File: config.mk
export PLATFORM = sky130hd
export DESIGN_NAME = hex_record_encoder_core
export DESIGN_NICKNAME = d
export VERILOG_FILES = /design/src/hw/rtl/hrec_pkg.sv /design/src/hw/rtl/hex_record_encoder_core.sv /design/src/hw/rtl/hrec_front.sv /design/src/hw/rtl/hrec_queue.sv /design/src/hw/rtl/hrec_back.sv
export SDC_FILE = /design/constraint.sdc
export NUM_CORES = 1
export LEC_CHECK = 0
export BUFFER_PORTS_ARGS = -buffer_cell sky130_fd_sc_hd__buf_4
export CAP_MARGIN = 20
export CORE_MARGIN = 4
export CORE_UTILIZATION = 65
export CTS_CLUSTER_DIAMETER = 60
export DETAILED_ROUTE_END_ITERATION = 8
export MAX_ROUTING_LAYER = met4
export PLACE_DENSITY = 0.84
export SLEW_MARGIN = 20
export SYNTH_ARGS = -nofsm -noshare
export SYNTH_HDL_FRONTEND = slang
export SYNTH_HIERARCHICAL = 1
export SYNTH_SLANG_ARGS = --single-unit
File: constraint.sdc
create_clock -name aclk -period 7.75 [get_ports aclk]
set_input_delay 1.1625 -clock aclk [delete_from_list [all_inputs] [get_ports aclk]]
set_output_delay 1.1625 -clock aclk [all_outputs]
set_load 0.02 [all_outputs]
File: src/hw/rtl/hrec_pkg.sv
// ----------------------------------------------------------------------------
// Intel HEX record encoder package
// Shared payload types, command format and character helpers.
// ----------------------------------------------------------------------------
package hrec_pkg;

    typedef struct packed {
        logic        mode;
        logic [15:0] load_address;
        logic [4:0]  byte_count;
        logic [7:0]  data_byte;
    } hrec_in_t;

    typedef struct packed {
        logic [7:0] ascii_char;
        logic       end_of_line;
    } hrec_out_t;

    // One classified request handed from the front end to the back end.
    typedef struct packed {
        logic        eof;
        logic        open;
        logic        close;
        logic [4:0]  length;
        logic [15:0] address;
        logic [7:0]  data;
        logic [7:0]  checksum;
    } hrec_cmd_t;

    localparam logic [0:0] MODE_DATA = 1'b0;
    localparam logic [0:0] MODE_EOF  = 1'b1;

    localparam int unsigned QUEUE_DEPTH = 2;

    localparam logic [7:0] DIGIT_BASE  = 8'h30;
    localparam logic [7:0] LETTER_BASE = 8'h37;
    localparam logic [7:0] CHAR_COLON  = 8'h3A;
    localparam logic [7:0] CHAR_ZERO   = 8'h30;
    localparam logic [7:0] CHAR_LF     = 8'h0A;

    localparam int unsigned EOF_LEN = 12;
    localparam logic [7:0] EOF_TEXT [EOF_LEN] = '{
        8'h3A, 8'h30, 8'h30, 8'h30, 8'h30, 8'h30,
        8'h30, 8'h30, 8'h31, 8'h46, 8'h46, 8'h0A
    };

    function automatic logic [7:0] hex_char(input logic [3:0] nib);
        logic [7:0] n;
        n = {4'h0, nib};
        return (nib <= 4'd9) ? (n + DIGIT_BASE) : (n + LETTER_BASE);
    endfunction

endpackage

File: src/hw/rtl/hex_record_encoder_core.sv
// ----------------------------------------------------------------------------
// Intel HEX record encoder core
// Turns data bytes and end-of-file requests into Intel HEX record text.
// ----------------------------------------------------------------------------
//  Channel   Direction  Handshake          Payload
//  s_        in         s_valid/s_ready    mode, load_address, byte_count, data_byte
//  m_        out        m_valid/m_ready    ascii_char, end_of_line
//
// The output runs at one character per cycle while m_ready does not stall it. A data byte gives two characters,
// plus nine for the record header on its first byte and three for the checksum
// and newline on its last; an end-of-file request gives twelve.
// A two-entry command queue lets requests be taken while characters drain.
// Reset is synchronous and clears the open record, the command queue and the
// back end.
// Stalls on m_ready hold the output register and back up through the queue.
module hex_record_encoder_core #(
    parameter int MAX_RECORD_BYTES = 16
) (
    input  logic                aclk,
    input  logic                aresetn,
    input  logic                s_valid,
    output logic                s_ready,
    input  hrec_pkg::hrec_in_t  s_payload,
    output logic                m_valid,
    input  logic                m_ready,
    output hrec_pkg::hrec_out_t m_payload
);
    import hrec_pkg::*;

    logic       q_push;
    logic       q_pop;
    logic       q_full;
    logic       q_empty;
    hrec_cmd_t  wr_cmd;
    hrec_cmd_t  rd_cmd;

    hrec_front #(
        .MAX_RECORD_BYTES(MAX_RECORD_BYTES)
    ) u_front (
        .aclk      (aclk),
        .aresetn   (aresetn),
        .s_valid   (s_valid),
        .s_ready   (s_ready),
        .s_payload (s_payload),
        .q_full    (q_full),
        .q_push    (q_push),
        .q_data    (wr_cmd)
    );

    hrec_queue u_queue (
        .aclk    (aclk),
        .aresetn (aresetn),
        .push    (q_push),
        .wr_data (wr_cmd),
        .pop     (q_pop),
        .rd_data (rd_cmd),
        .full    (q_full),
        .empty   (q_empty)
    );

    hrec_back u_back (
        .aclk      (aclk),
        .aresetn   (aresetn),
        .q_data    (rd_cmd),
        .q_empty   (q_empty),
        .q_pop     (q_pop),
        .m_valid   (m_valid),
        .m_ready   (m_ready),
        .m_payload (m_payload)
    );

endmodule

File: src/hw/rtl/hrec_front.sv
// ----------------------------------------------------------------------------
// Intel HEX record encoder front end
// Accepts requests, tracks the open record and builds one command per request.
// ----------------------------------------------------------------------------
module hrec_front #(
    parameter int MAX_RECORD_BYTES = 16
) (
    input  logic               aclk,
    input  logic               aresetn,
    input  logic               s_valid,
    output logic               s_ready,
    input  hrec_pkg::hrec_in_t s_payload,
    input  logic               q_full,
    output logic               q_push,
    output hrec_pkg::hrec_cmd_t q_data
);
    import hrec_pkg::*;

    localparam logic [7:0] MAX_W = 8'(MAX_RECORD_BYTES);

    logic [4:0] bytes_done_reg, bytes_done_next;
    logic [4:0] record_length_reg, record_length_next;
    logic [7:0] running_sum_reg, running_sum_next;

    logic       accept;
    logic       first;
    logic [4:0] cnt_sat;
    logic [4:0] len;
    logic [7:0] sum_base;
    logic [7:0] sum;
    logic [4:0] done_inc;
    logic       close;

    assign s_ready = !q_full;
    assign accept  = s_valid && s_ready;
    assign q_push  = accept;

    always_comb begin
        first = (bytes_done_reg == 5'd0);
        if (s_payload.byte_count == 5'd0) begin
            cnt_sat = 5'd1;
        end else if ({3'b000, s_payload.byte_count} > MAX_W) begin
            cnt_sat = MAX_W[4:0];
        end else begin
            cnt_sat = s_payload.byte_count;
        end
        len      = first ? cnt_sat : record_length_reg;
        sum_base = first ? ({3'b000, len} + s_payload.load_address[15:8]
                            + s_payload.load_address[7:0])
                         : running_sum_reg;
        sum      = sum_base + s_payload.data_byte;
        done_inc = bytes_done_reg + 5'd1;
        close    = (done_inc >= len) || (done_inc == 5'd0);

        q_data.eof      = (s_payload.mode == MODE_EOF);
        q_data.open     = first;
        q_data.close    = close;
        q_data.length   = len;
        q_data.address  = s_payload.load_address;
        q_data.data     = s_payload.data_byte;
        q_data.checksum = 8'd0 - sum;

        bytes_done_next    = bytes_done_reg;
        record_length_next = record_length_reg;
        running_sum_next   = running_sum_reg;
        if (accept) begin
            if (s_payload.mode == MODE_EOF) begin
                bytes_done_next    = 5'd0;
                record_length_next = 5'd0;
                running_sum_next   = 8'd0;
            end else begin
                record_length_next = len;
                bytes_done_next    = close ? 5'd0 : done_inc;
                running_sum_next   = close ? 8'd0 : sum;
            end
        end
    end

    always_ff @(posedge aclk) begin
        if (!aresetn) begin
            bytes_done_reg    <= 5'd0;
            record_length_reg <= 5'd0;
            running_sum_reg   <= 8'd0;
        end else begin
            bytes_done_reg    <= bytes_done_next;
            record_length_reg <= record_length_next;
            running_sum_reg   <= running_sum_next;
        end
    end

endmodule

File: src/hw/rtl/hrec_queue.sv
// ----------------------------------------------------------------------------
// Intel HEX record encoder command queue
// Short first-in first-out buffer between the front end and the back end.
// ----------------------------------------------------------------------------
module hrec_queue (
    input  logic                aclk,
    input  logic                aresetn,
    input  logic                push,
    input  hrec_pkg::hrec_cmd_t wr_data,
    input  logic                pop,
    output hrec_pkg::hrec_cmd_t rd_data,
    output logic                full,
    output logic                empty
);
    import hrec_pkg::*;

    localparam int PTR_W = (QUEUE_DEPTH > 1) ? $clog2(QUEUE_DEPTH) : 1;
    localparam int CNT_W = $clog2(QUEUE_DEPTH + 1);
    localparam logic [PTR_W-1:0] LAST_PTR = PTR_W'(QUEUE_DEPTH - 1);
    localparam logic [CNT_W-1:0] DEPTH_C  = CNT_W'(QUEUE_DEPTH);

    hrec_cmd_t         entry_reg [QUEUE_DEPTH];
    logic [PTR_W-1:0]  wr_ptr_reg, wr_ptr_next;
    logic [PTR_W-1:0]  rd_ptr_reg, rd_ptr_next;
    logic [CNT_W-1:0]  count_reg, count_next;

    assign full    = (count_reg == DEPTH_C);
    assign empty   = (count_reg == '0);
    assign rd_data = entry_reg[rd_ptr_reg];

    always_comb begin
        wr_ptr_next = wr_ptr_reg;
        rd_ptr_next = rd_ptr_reg;
        count_next  = count_reg;
        if (push) begin
            wr_ptr_next = (wr_ptr_reg == LAST_PTR) ? '0 : wr_ptr_reg + 1'b1;
        end
        if (pop) begin
            rd_ptr_next = (rd_ptr_reg == LAST_PTR) ? '0 : rd_ptr_reg + 1'b1;
        end
        if (push && !pop) begin
            count_next = count_reg + 1'b1;
        end else if (pop && !push) begin
            count_next = count_reg - 1'b1;
        end
    end

    always_ff @(posedge aclk) begin
        if (!aresetn) begin
            wr_ptr_reg <= '0;
            rd_ptr_reg <= '0;
            count_reg  <= '0;
        end else begin
            wr_ptr_reg <= wr_ptr_next;
            rd_ptr_reg <= rd_ptr_next;
            count_reg  <= count_next;
        end
    end

    always_ff @(posedge aclk) begin
        if (push) begin
            entry_reg[wr_ptr_reg] <= wr_data;
        end
    end

endmodule

File: src/hw/rtl/hrec_back.sv
// ----------------------------------------------------------------------------
// Intel HEX record encoder back end
// Steps through each command one character per cycle into the output register, unless m_ready stalls it.
// ----------------------------------------------------------------------------
module hrec_back (
    input  logic                aclk,
    input  logic                aresetn,
    input  hrec_pkg::hrec_cmd_t q_data,
    input  logic                q_empty,
    output logic                q_pop,
    output logic                m_valid,
    input  logic                m_ready,
    output hrec_pkg::hrec_out_t m_payload
);
    import hrec_pkg::*;

    localparam logic [3:0] POS_COLON   = 4'd0;
    localparam logic [3:0] POS_LEN_HI  = 4'd1;
    localparam logic [3:0] POS_LEN_LO  = 4'd2;
    localparam logic [3:0] POS_AH_HI   = 4'd3;
    localparam logic [3:0] POS_AH_LO   = 4'd4;
    localparam logic [3:0] POS_AL_HI   = 4'd5;
    localparam logic [3:0] POS_AL_LO   = 4'd6;
    localparam logic [3:0] POS_TYPE_HI = 4'd7;
    localparam logic [3:0] POS_TYPE_LO = 4'd8;
    localparam logic [3:0] POS_DAT_HI  = 4'd9;
    localparam logic [3:0] POS_DAT_LO  = 4'd10;
    localparam logic [3:0] POS_CS_HI   = 4'd11;
    localparam logic [3:0] POS_CS_LO   = 4'd12;
    localparam logic [3:0] POS_NL      = 4'd13;
    localparam logic [3:0] POS_EOF_END = 4'(EOF_LEN - 1);

    hrec_cmd_t  cmd_reg, cmd_next;
    logic       busy_reg, busy_next;
    logic [3:0] idx_reg, idx_next;
    logic       m_valid_reg, m_valid_next;
    hrec_out_t  out_reg, out_next;

    logic       take;
    logic       last;
    logic       load;
    hrec_out_t  cur;
    logic [7:0] len_byte;

    always_comb begin
        len_byte        = {3'b000, cmd_reg.length};
        cur.end_of_line = 1'b0;
        if (cmd_reg.eof) begin
            cur.ascii_char  = EOF_TEXT[idx_reg];
            cur.end_of_line = (idx_reg == POS_EOF_END);
            last            = (idx_reg == POS_EOF_END);
        end else begin
            last = cmd_reg.close ? (idx_reg == POS_NL) : (idx_reg == POS_DAT_LO);
            case (idx_reg)
                POS_COLON:   cur.ascii_char = CHAR_COLON;
                POS_LEN_HI:  cur.ascii_char = hex_char(len_byte[7:4]);
                POS_LEN_LO:  cur.ascii_char = hex_char(len_byte[3:0]);
                POS_AH_HI:   cur.ascii_char = hex_char(cmd_reg.address[15:12]);
                POS_AH_LO:   cur.ascii_char = hex_char(cmd_reg.address[11:8]);
                POS_AL_HI:   cur.ascii_char = hex_char(cmd_reg.address[7:4]);
                POS_AL_LO:   cur.ascii_char = hex_char(cmd_reg.address[3:0]);
                POS_TYPE_HI: cur.ascii_char = CHAR_ZERO;
                POS_TYPE_LO: cur.ascii_char = CHAR_ZERO;
                POS_DAT_HI:  cur.ascii_char = hex_char(cmd_reg.data[7:4]);
                POS_DAT_LO:  cur.ascii_char = hex_char(cmd_reg.data[3:0]);
                POS_CS_HI:   cur.ascii_char = hex_char(cmd_reg.checksum[7:4]);
                POS_CS_LO:   cur.ascii_char = hex_char(cmd_reg.checksum[3:0]);
                POS_NL: begin
                    cur.ascii_char  = CHAR_LF;
                    cur.end_of_line = 1'b1;
                end
                default:     cur.ascii_char = CHAR_LF;
            endcase
        end

        take  = busy_reg && (!m_valid_reg || m_ready);
        load  = (!busy_reg || (take && last)) && !q_empty;
        q_pop = load;

        cmd_next     = cmd_reg;
        busy_next    = busy_reg;
        idx_next     = idx_reg;
        out_next     = out_reg;
        m_valid_next = m_valid_reg;

        if (take) begin
            out_next     = cur;
            m_valid_next = 1'b1;
        end else if (m_ready) begin
            m_valid_next = 1'b0;
        end

        if (load) begin
            cmd_next  = q_data;
            busy_next = 1'b1;
            idx_next  = (q_data.eof || q_data.open) ? POS_COLON : POS_DAT_HI;
        end else if (take) begin
            if (last) begin
                busy_next = 1'b0;
            end else begin
                idx_next = idx_reg + 4'd1;
            end
        end
    end

    always_ff @(posedge aclk) begin
        if (!aresetn) begin
            busy_reg    <= 1'b0;
            idx_reg     <= POS_COLON;
            m_valid_reg <= 1'b0;
        end else begin
            busy_reg    <= busy_next;
            idx_reg     <= idx_next;
            m_valid_reg <= m_valid_next;
        end
    end

    always_ff @(posedge aclk) begin
        cmd_reg <= cmd_next;
        out_reg <= out_next;
    end

    assign m_valid   = m_valid_reg;
    assign m_payload = out_reg;

endmodule

==> impl_metrics.json <==
{
  "status": "completed",
  "whs_ns": 0.4950,
  "cts_made_buffers": 17,
  "power_density_nw_per_um2": 343.7,
  "dpl_cell_area_um2": 8763,
  "period_needed_ns": 5.423,
  "dp_hpwl_um": 13420,
  "num_io_pins": 45,
  "min_period_over_period_pct": 69.98,
  "die_x_um": 122.6,
  "synth_compound_area_share_pct": 12.91,
  "dp_worst_setup_slack_ns": 2.587,
  "rsz0062_at_grt": "false",
  "async_reset_ff_share_pct": 0,
  "grt_max_degree": 42,
  "coreArea_um2": 12720,
  "peakVddDrop_mv": 0.2443,
  "vias_per_cell": 6.156,
  "synthFlopType": "edfxtp_1",
  "fin_skew_ns": 0.01800,
  "finalPower_mw": 3.205,
  "dp_cells": 892,
  "grt_pass1_vias": 5653,
  "vias": 5694,
  "final_common_cell": "edfxtp_1",
  "critPathLaunch": "u_front/bytes_done_reg[0]",
  "r2r_slack_ns": 2.33,
  "synth-xor-area-share_pct": 3.080,
  "clkTransAtPathRegs_ns": 0.07,
  "port_buffers": 43,
  "clock_sinks": 156,
  "setup.worst_path.class": "reg -> reg",
  "cp_max_fo": 23,
  "drv_slew": 0,
  "start_util_pct": 67.06,
  "largest_reg_flops": 80,
  "routed_wirelength_um": 18530,
  "synth.mux.area_fraction_pct": 5.866,
  "cts-resized-gates": 0,
  "grtUsageMet2_pct": 44.28,
  "antenna_found_initial": 0,
  "track_usage_pct": 26.37,
  "fmax_mhz": 184.4,
  "cp.required_ns": 7.98,
  "synth_top_area_cell": "edfxtp_1",
  "gr-usage-met3_pct": 3.825,
  "die-area_um2": 15020,
  "synth.distinct_cells": 74,
  "cellLeakagePower_nw": 3.568,
  "die_height_um": 122.6,
  "synth_fa_ha_area_share_pct": 8.447,
  "yosys.area_share.simple_pct": 11.91,
  "postCtsSetupBuffers": 0,
  "final_cells": 925,
  "utilization_pct": 73.30,
  "finalSetupTns_ns": 0,
  "yosysSeqAreaShare_pct": 51.50,
  "startpoint_type": "register",
  "syn_area_um2": 8532,
  "cp_data_arrival_time_ns": 5.65,
  "num_rows": 41,
  "max_cap_violations": 0,
  "final_cell_mix": "edfxtp_1 (127), inv_1 (49), ha_1 (48)",
  "syn-num-nets": 814,
  "cts_max_level": 4,
  "min_path_cells": 2,
  "drive_gt1_share_pct": 17.80,
  "synth_top_family_by_area": "compound AO/OA/AOI/OAI gates",
  "syn2layout_area_growth_pct": 9.298,
  "overflow": 0,
  "num_antenna_cells": 0,
  "reg2reg_depth": 19,
  "end_kind": "register",
  "syn_inst": 726,
  "drt_iter0_markers": 436,
  "hold_start": "u_front/running_sum_reg[7]",
  "synth_top_area_share_pct": 44.70,
  "ys_warn_count": 6,
  "cts_tree": "done",
  "drtPass1Iterations": 5,
  "worst_hold_path_type": "reg -> reg",
  "drc": 0,
  "synth_seq_cells": 156,
  "grt_pass1_wl_um": 29170,
  "synthTopCellsByArea": "edfxtp_1 (45%), ha_1 (7.0%), dfxtp_1 (6.8%)",
  "ctsHoldBuffers": 0,
  "cts-root-buf": "clkbuf_16",
  "tightest_slew_ns": 1.043,
  "setup_ws_ns": 2.327,
  "final_area_um2": 9325,
  "place_congestion": 0.9110,
  "avgSynthCellArea_um2": 11.75,
  "setup_viol": 0,
  "synth_edf_count": 127,
  "r2r-start": "u_front/bytes_done_reg[0]",
  "rr_endpoint": "u_queue/entry_reg[0][7]",
  "grt.busiest_layer": "met2",
  "layout.nets": 828,
  "cts_buffer_depth": 2,
  "met1_usage_pct": 32.25,
  "postRouteAntennaNets": 0,
  "finalHoldViolCount": 0,
  "min_to": "u_front/running_sum_reg[7]",
  "wl_per_cell_um": 20.03,
  "clk_latency_ns": 0.43,
  "relSlewSlack_pct": 30.40
}
-- area by class of cell --
type / instances / area (um2)
Sequential cell: 156 / 4394
Clock buffer: 17 / 425.4
Timing Repair Buffer: 47 / 365.4
Multi-Input combinational cell: 468 / 3621
Fill cell: 872 / 3397
Clock inverter: 15 / 116.4
Tap cell: 172 / 215.2
Inverter: 50 / 187.7
-- worst max-delay path by stage --
stage	end	cells after the start	slack, ns
detailed placement	u_queue/entry_reg[1][7]	19	2.59
global placement	u_queue/entry_reg[0][7]	19	2.77
global route	u_queue/entry_reg[0][7]	19	2.03
finish	u_queue/entry_reg[0][7]	19	2.33
CTS	u_queue/entry_reg[0][7]	19	2.48
floorplan	u_queue/entry_reg[0][7]	18	3.25
-- layer usage --
layer / vias to the layer above / wire (um)
li1: 2685 / -
met1: 2777 / 7774
met2: 200 / 9395
met3: 32 / 923
met4: 0 / 437
met5: - / 0
-- worst max-delay path, cell delays in order (launching register included) --
cell	delay [ns]
dfxtp_1	0.36
inv_1	0.11
ha_1	0.17
or4b_1	0.77
o31ai_1	0.68
inv_1	0.13
fa_1	0.39
inv_1	0.07
ha_1	0.19
fa_1	0.43
nand2_1	0.07
nand2_1	0.07
ha_1	0.22
a211oi_1	0.33
nor2_1	0.11
xor2_1	0.21
nor3b_1	0.39
nand2_1	0.11
nor2_1	0.13
xor2_1	0.28
-- synthesized netlist by cell type, drive strengths merged (8+ instances only) --
| cell | number |
|---|---|
| a21boi | 12 |
| nand2 | 43 |
| xor2 | 12 |
| nand3 | 21 |
| ha | 48 |
| a22oi | 16 |
| and3b | 10 |
| mux2 | 40 |
| o21bai | 10 |
| dfxtp | 29 |
| o21ai | 24 |
| buf | 44 |
| nor2b | 22 |
| clkbuf | 8 |
| o21a | 8 |
| a21oi | 24 |
| xnor2 | 18 |
| edfxtp | 127 |
| nor2 | 27 |
| inv | 50 |
| nor3 | 11 |
| nand2b | 8 |
-- cell families after synthesis --
kind of cell,count (synthesis)
AND/OR/NAND/NOR,183
flip-flops,156
AO/OA/AOI/OAI,155
buffers and inverters,102
adder cells (fa/ha/maj),54
multiplexers,45
XOR/XNOR,30
other,1
-- report_power, final --
group	total (mW)	internal, mW	switching, mW
combinational	1.10	0.442	0.659
clock	0.760	0.413	0.347
sequential	1.34	1.20	0.139
total	3.20	2.06	1.14
Power figures use the tool's default switching activity.
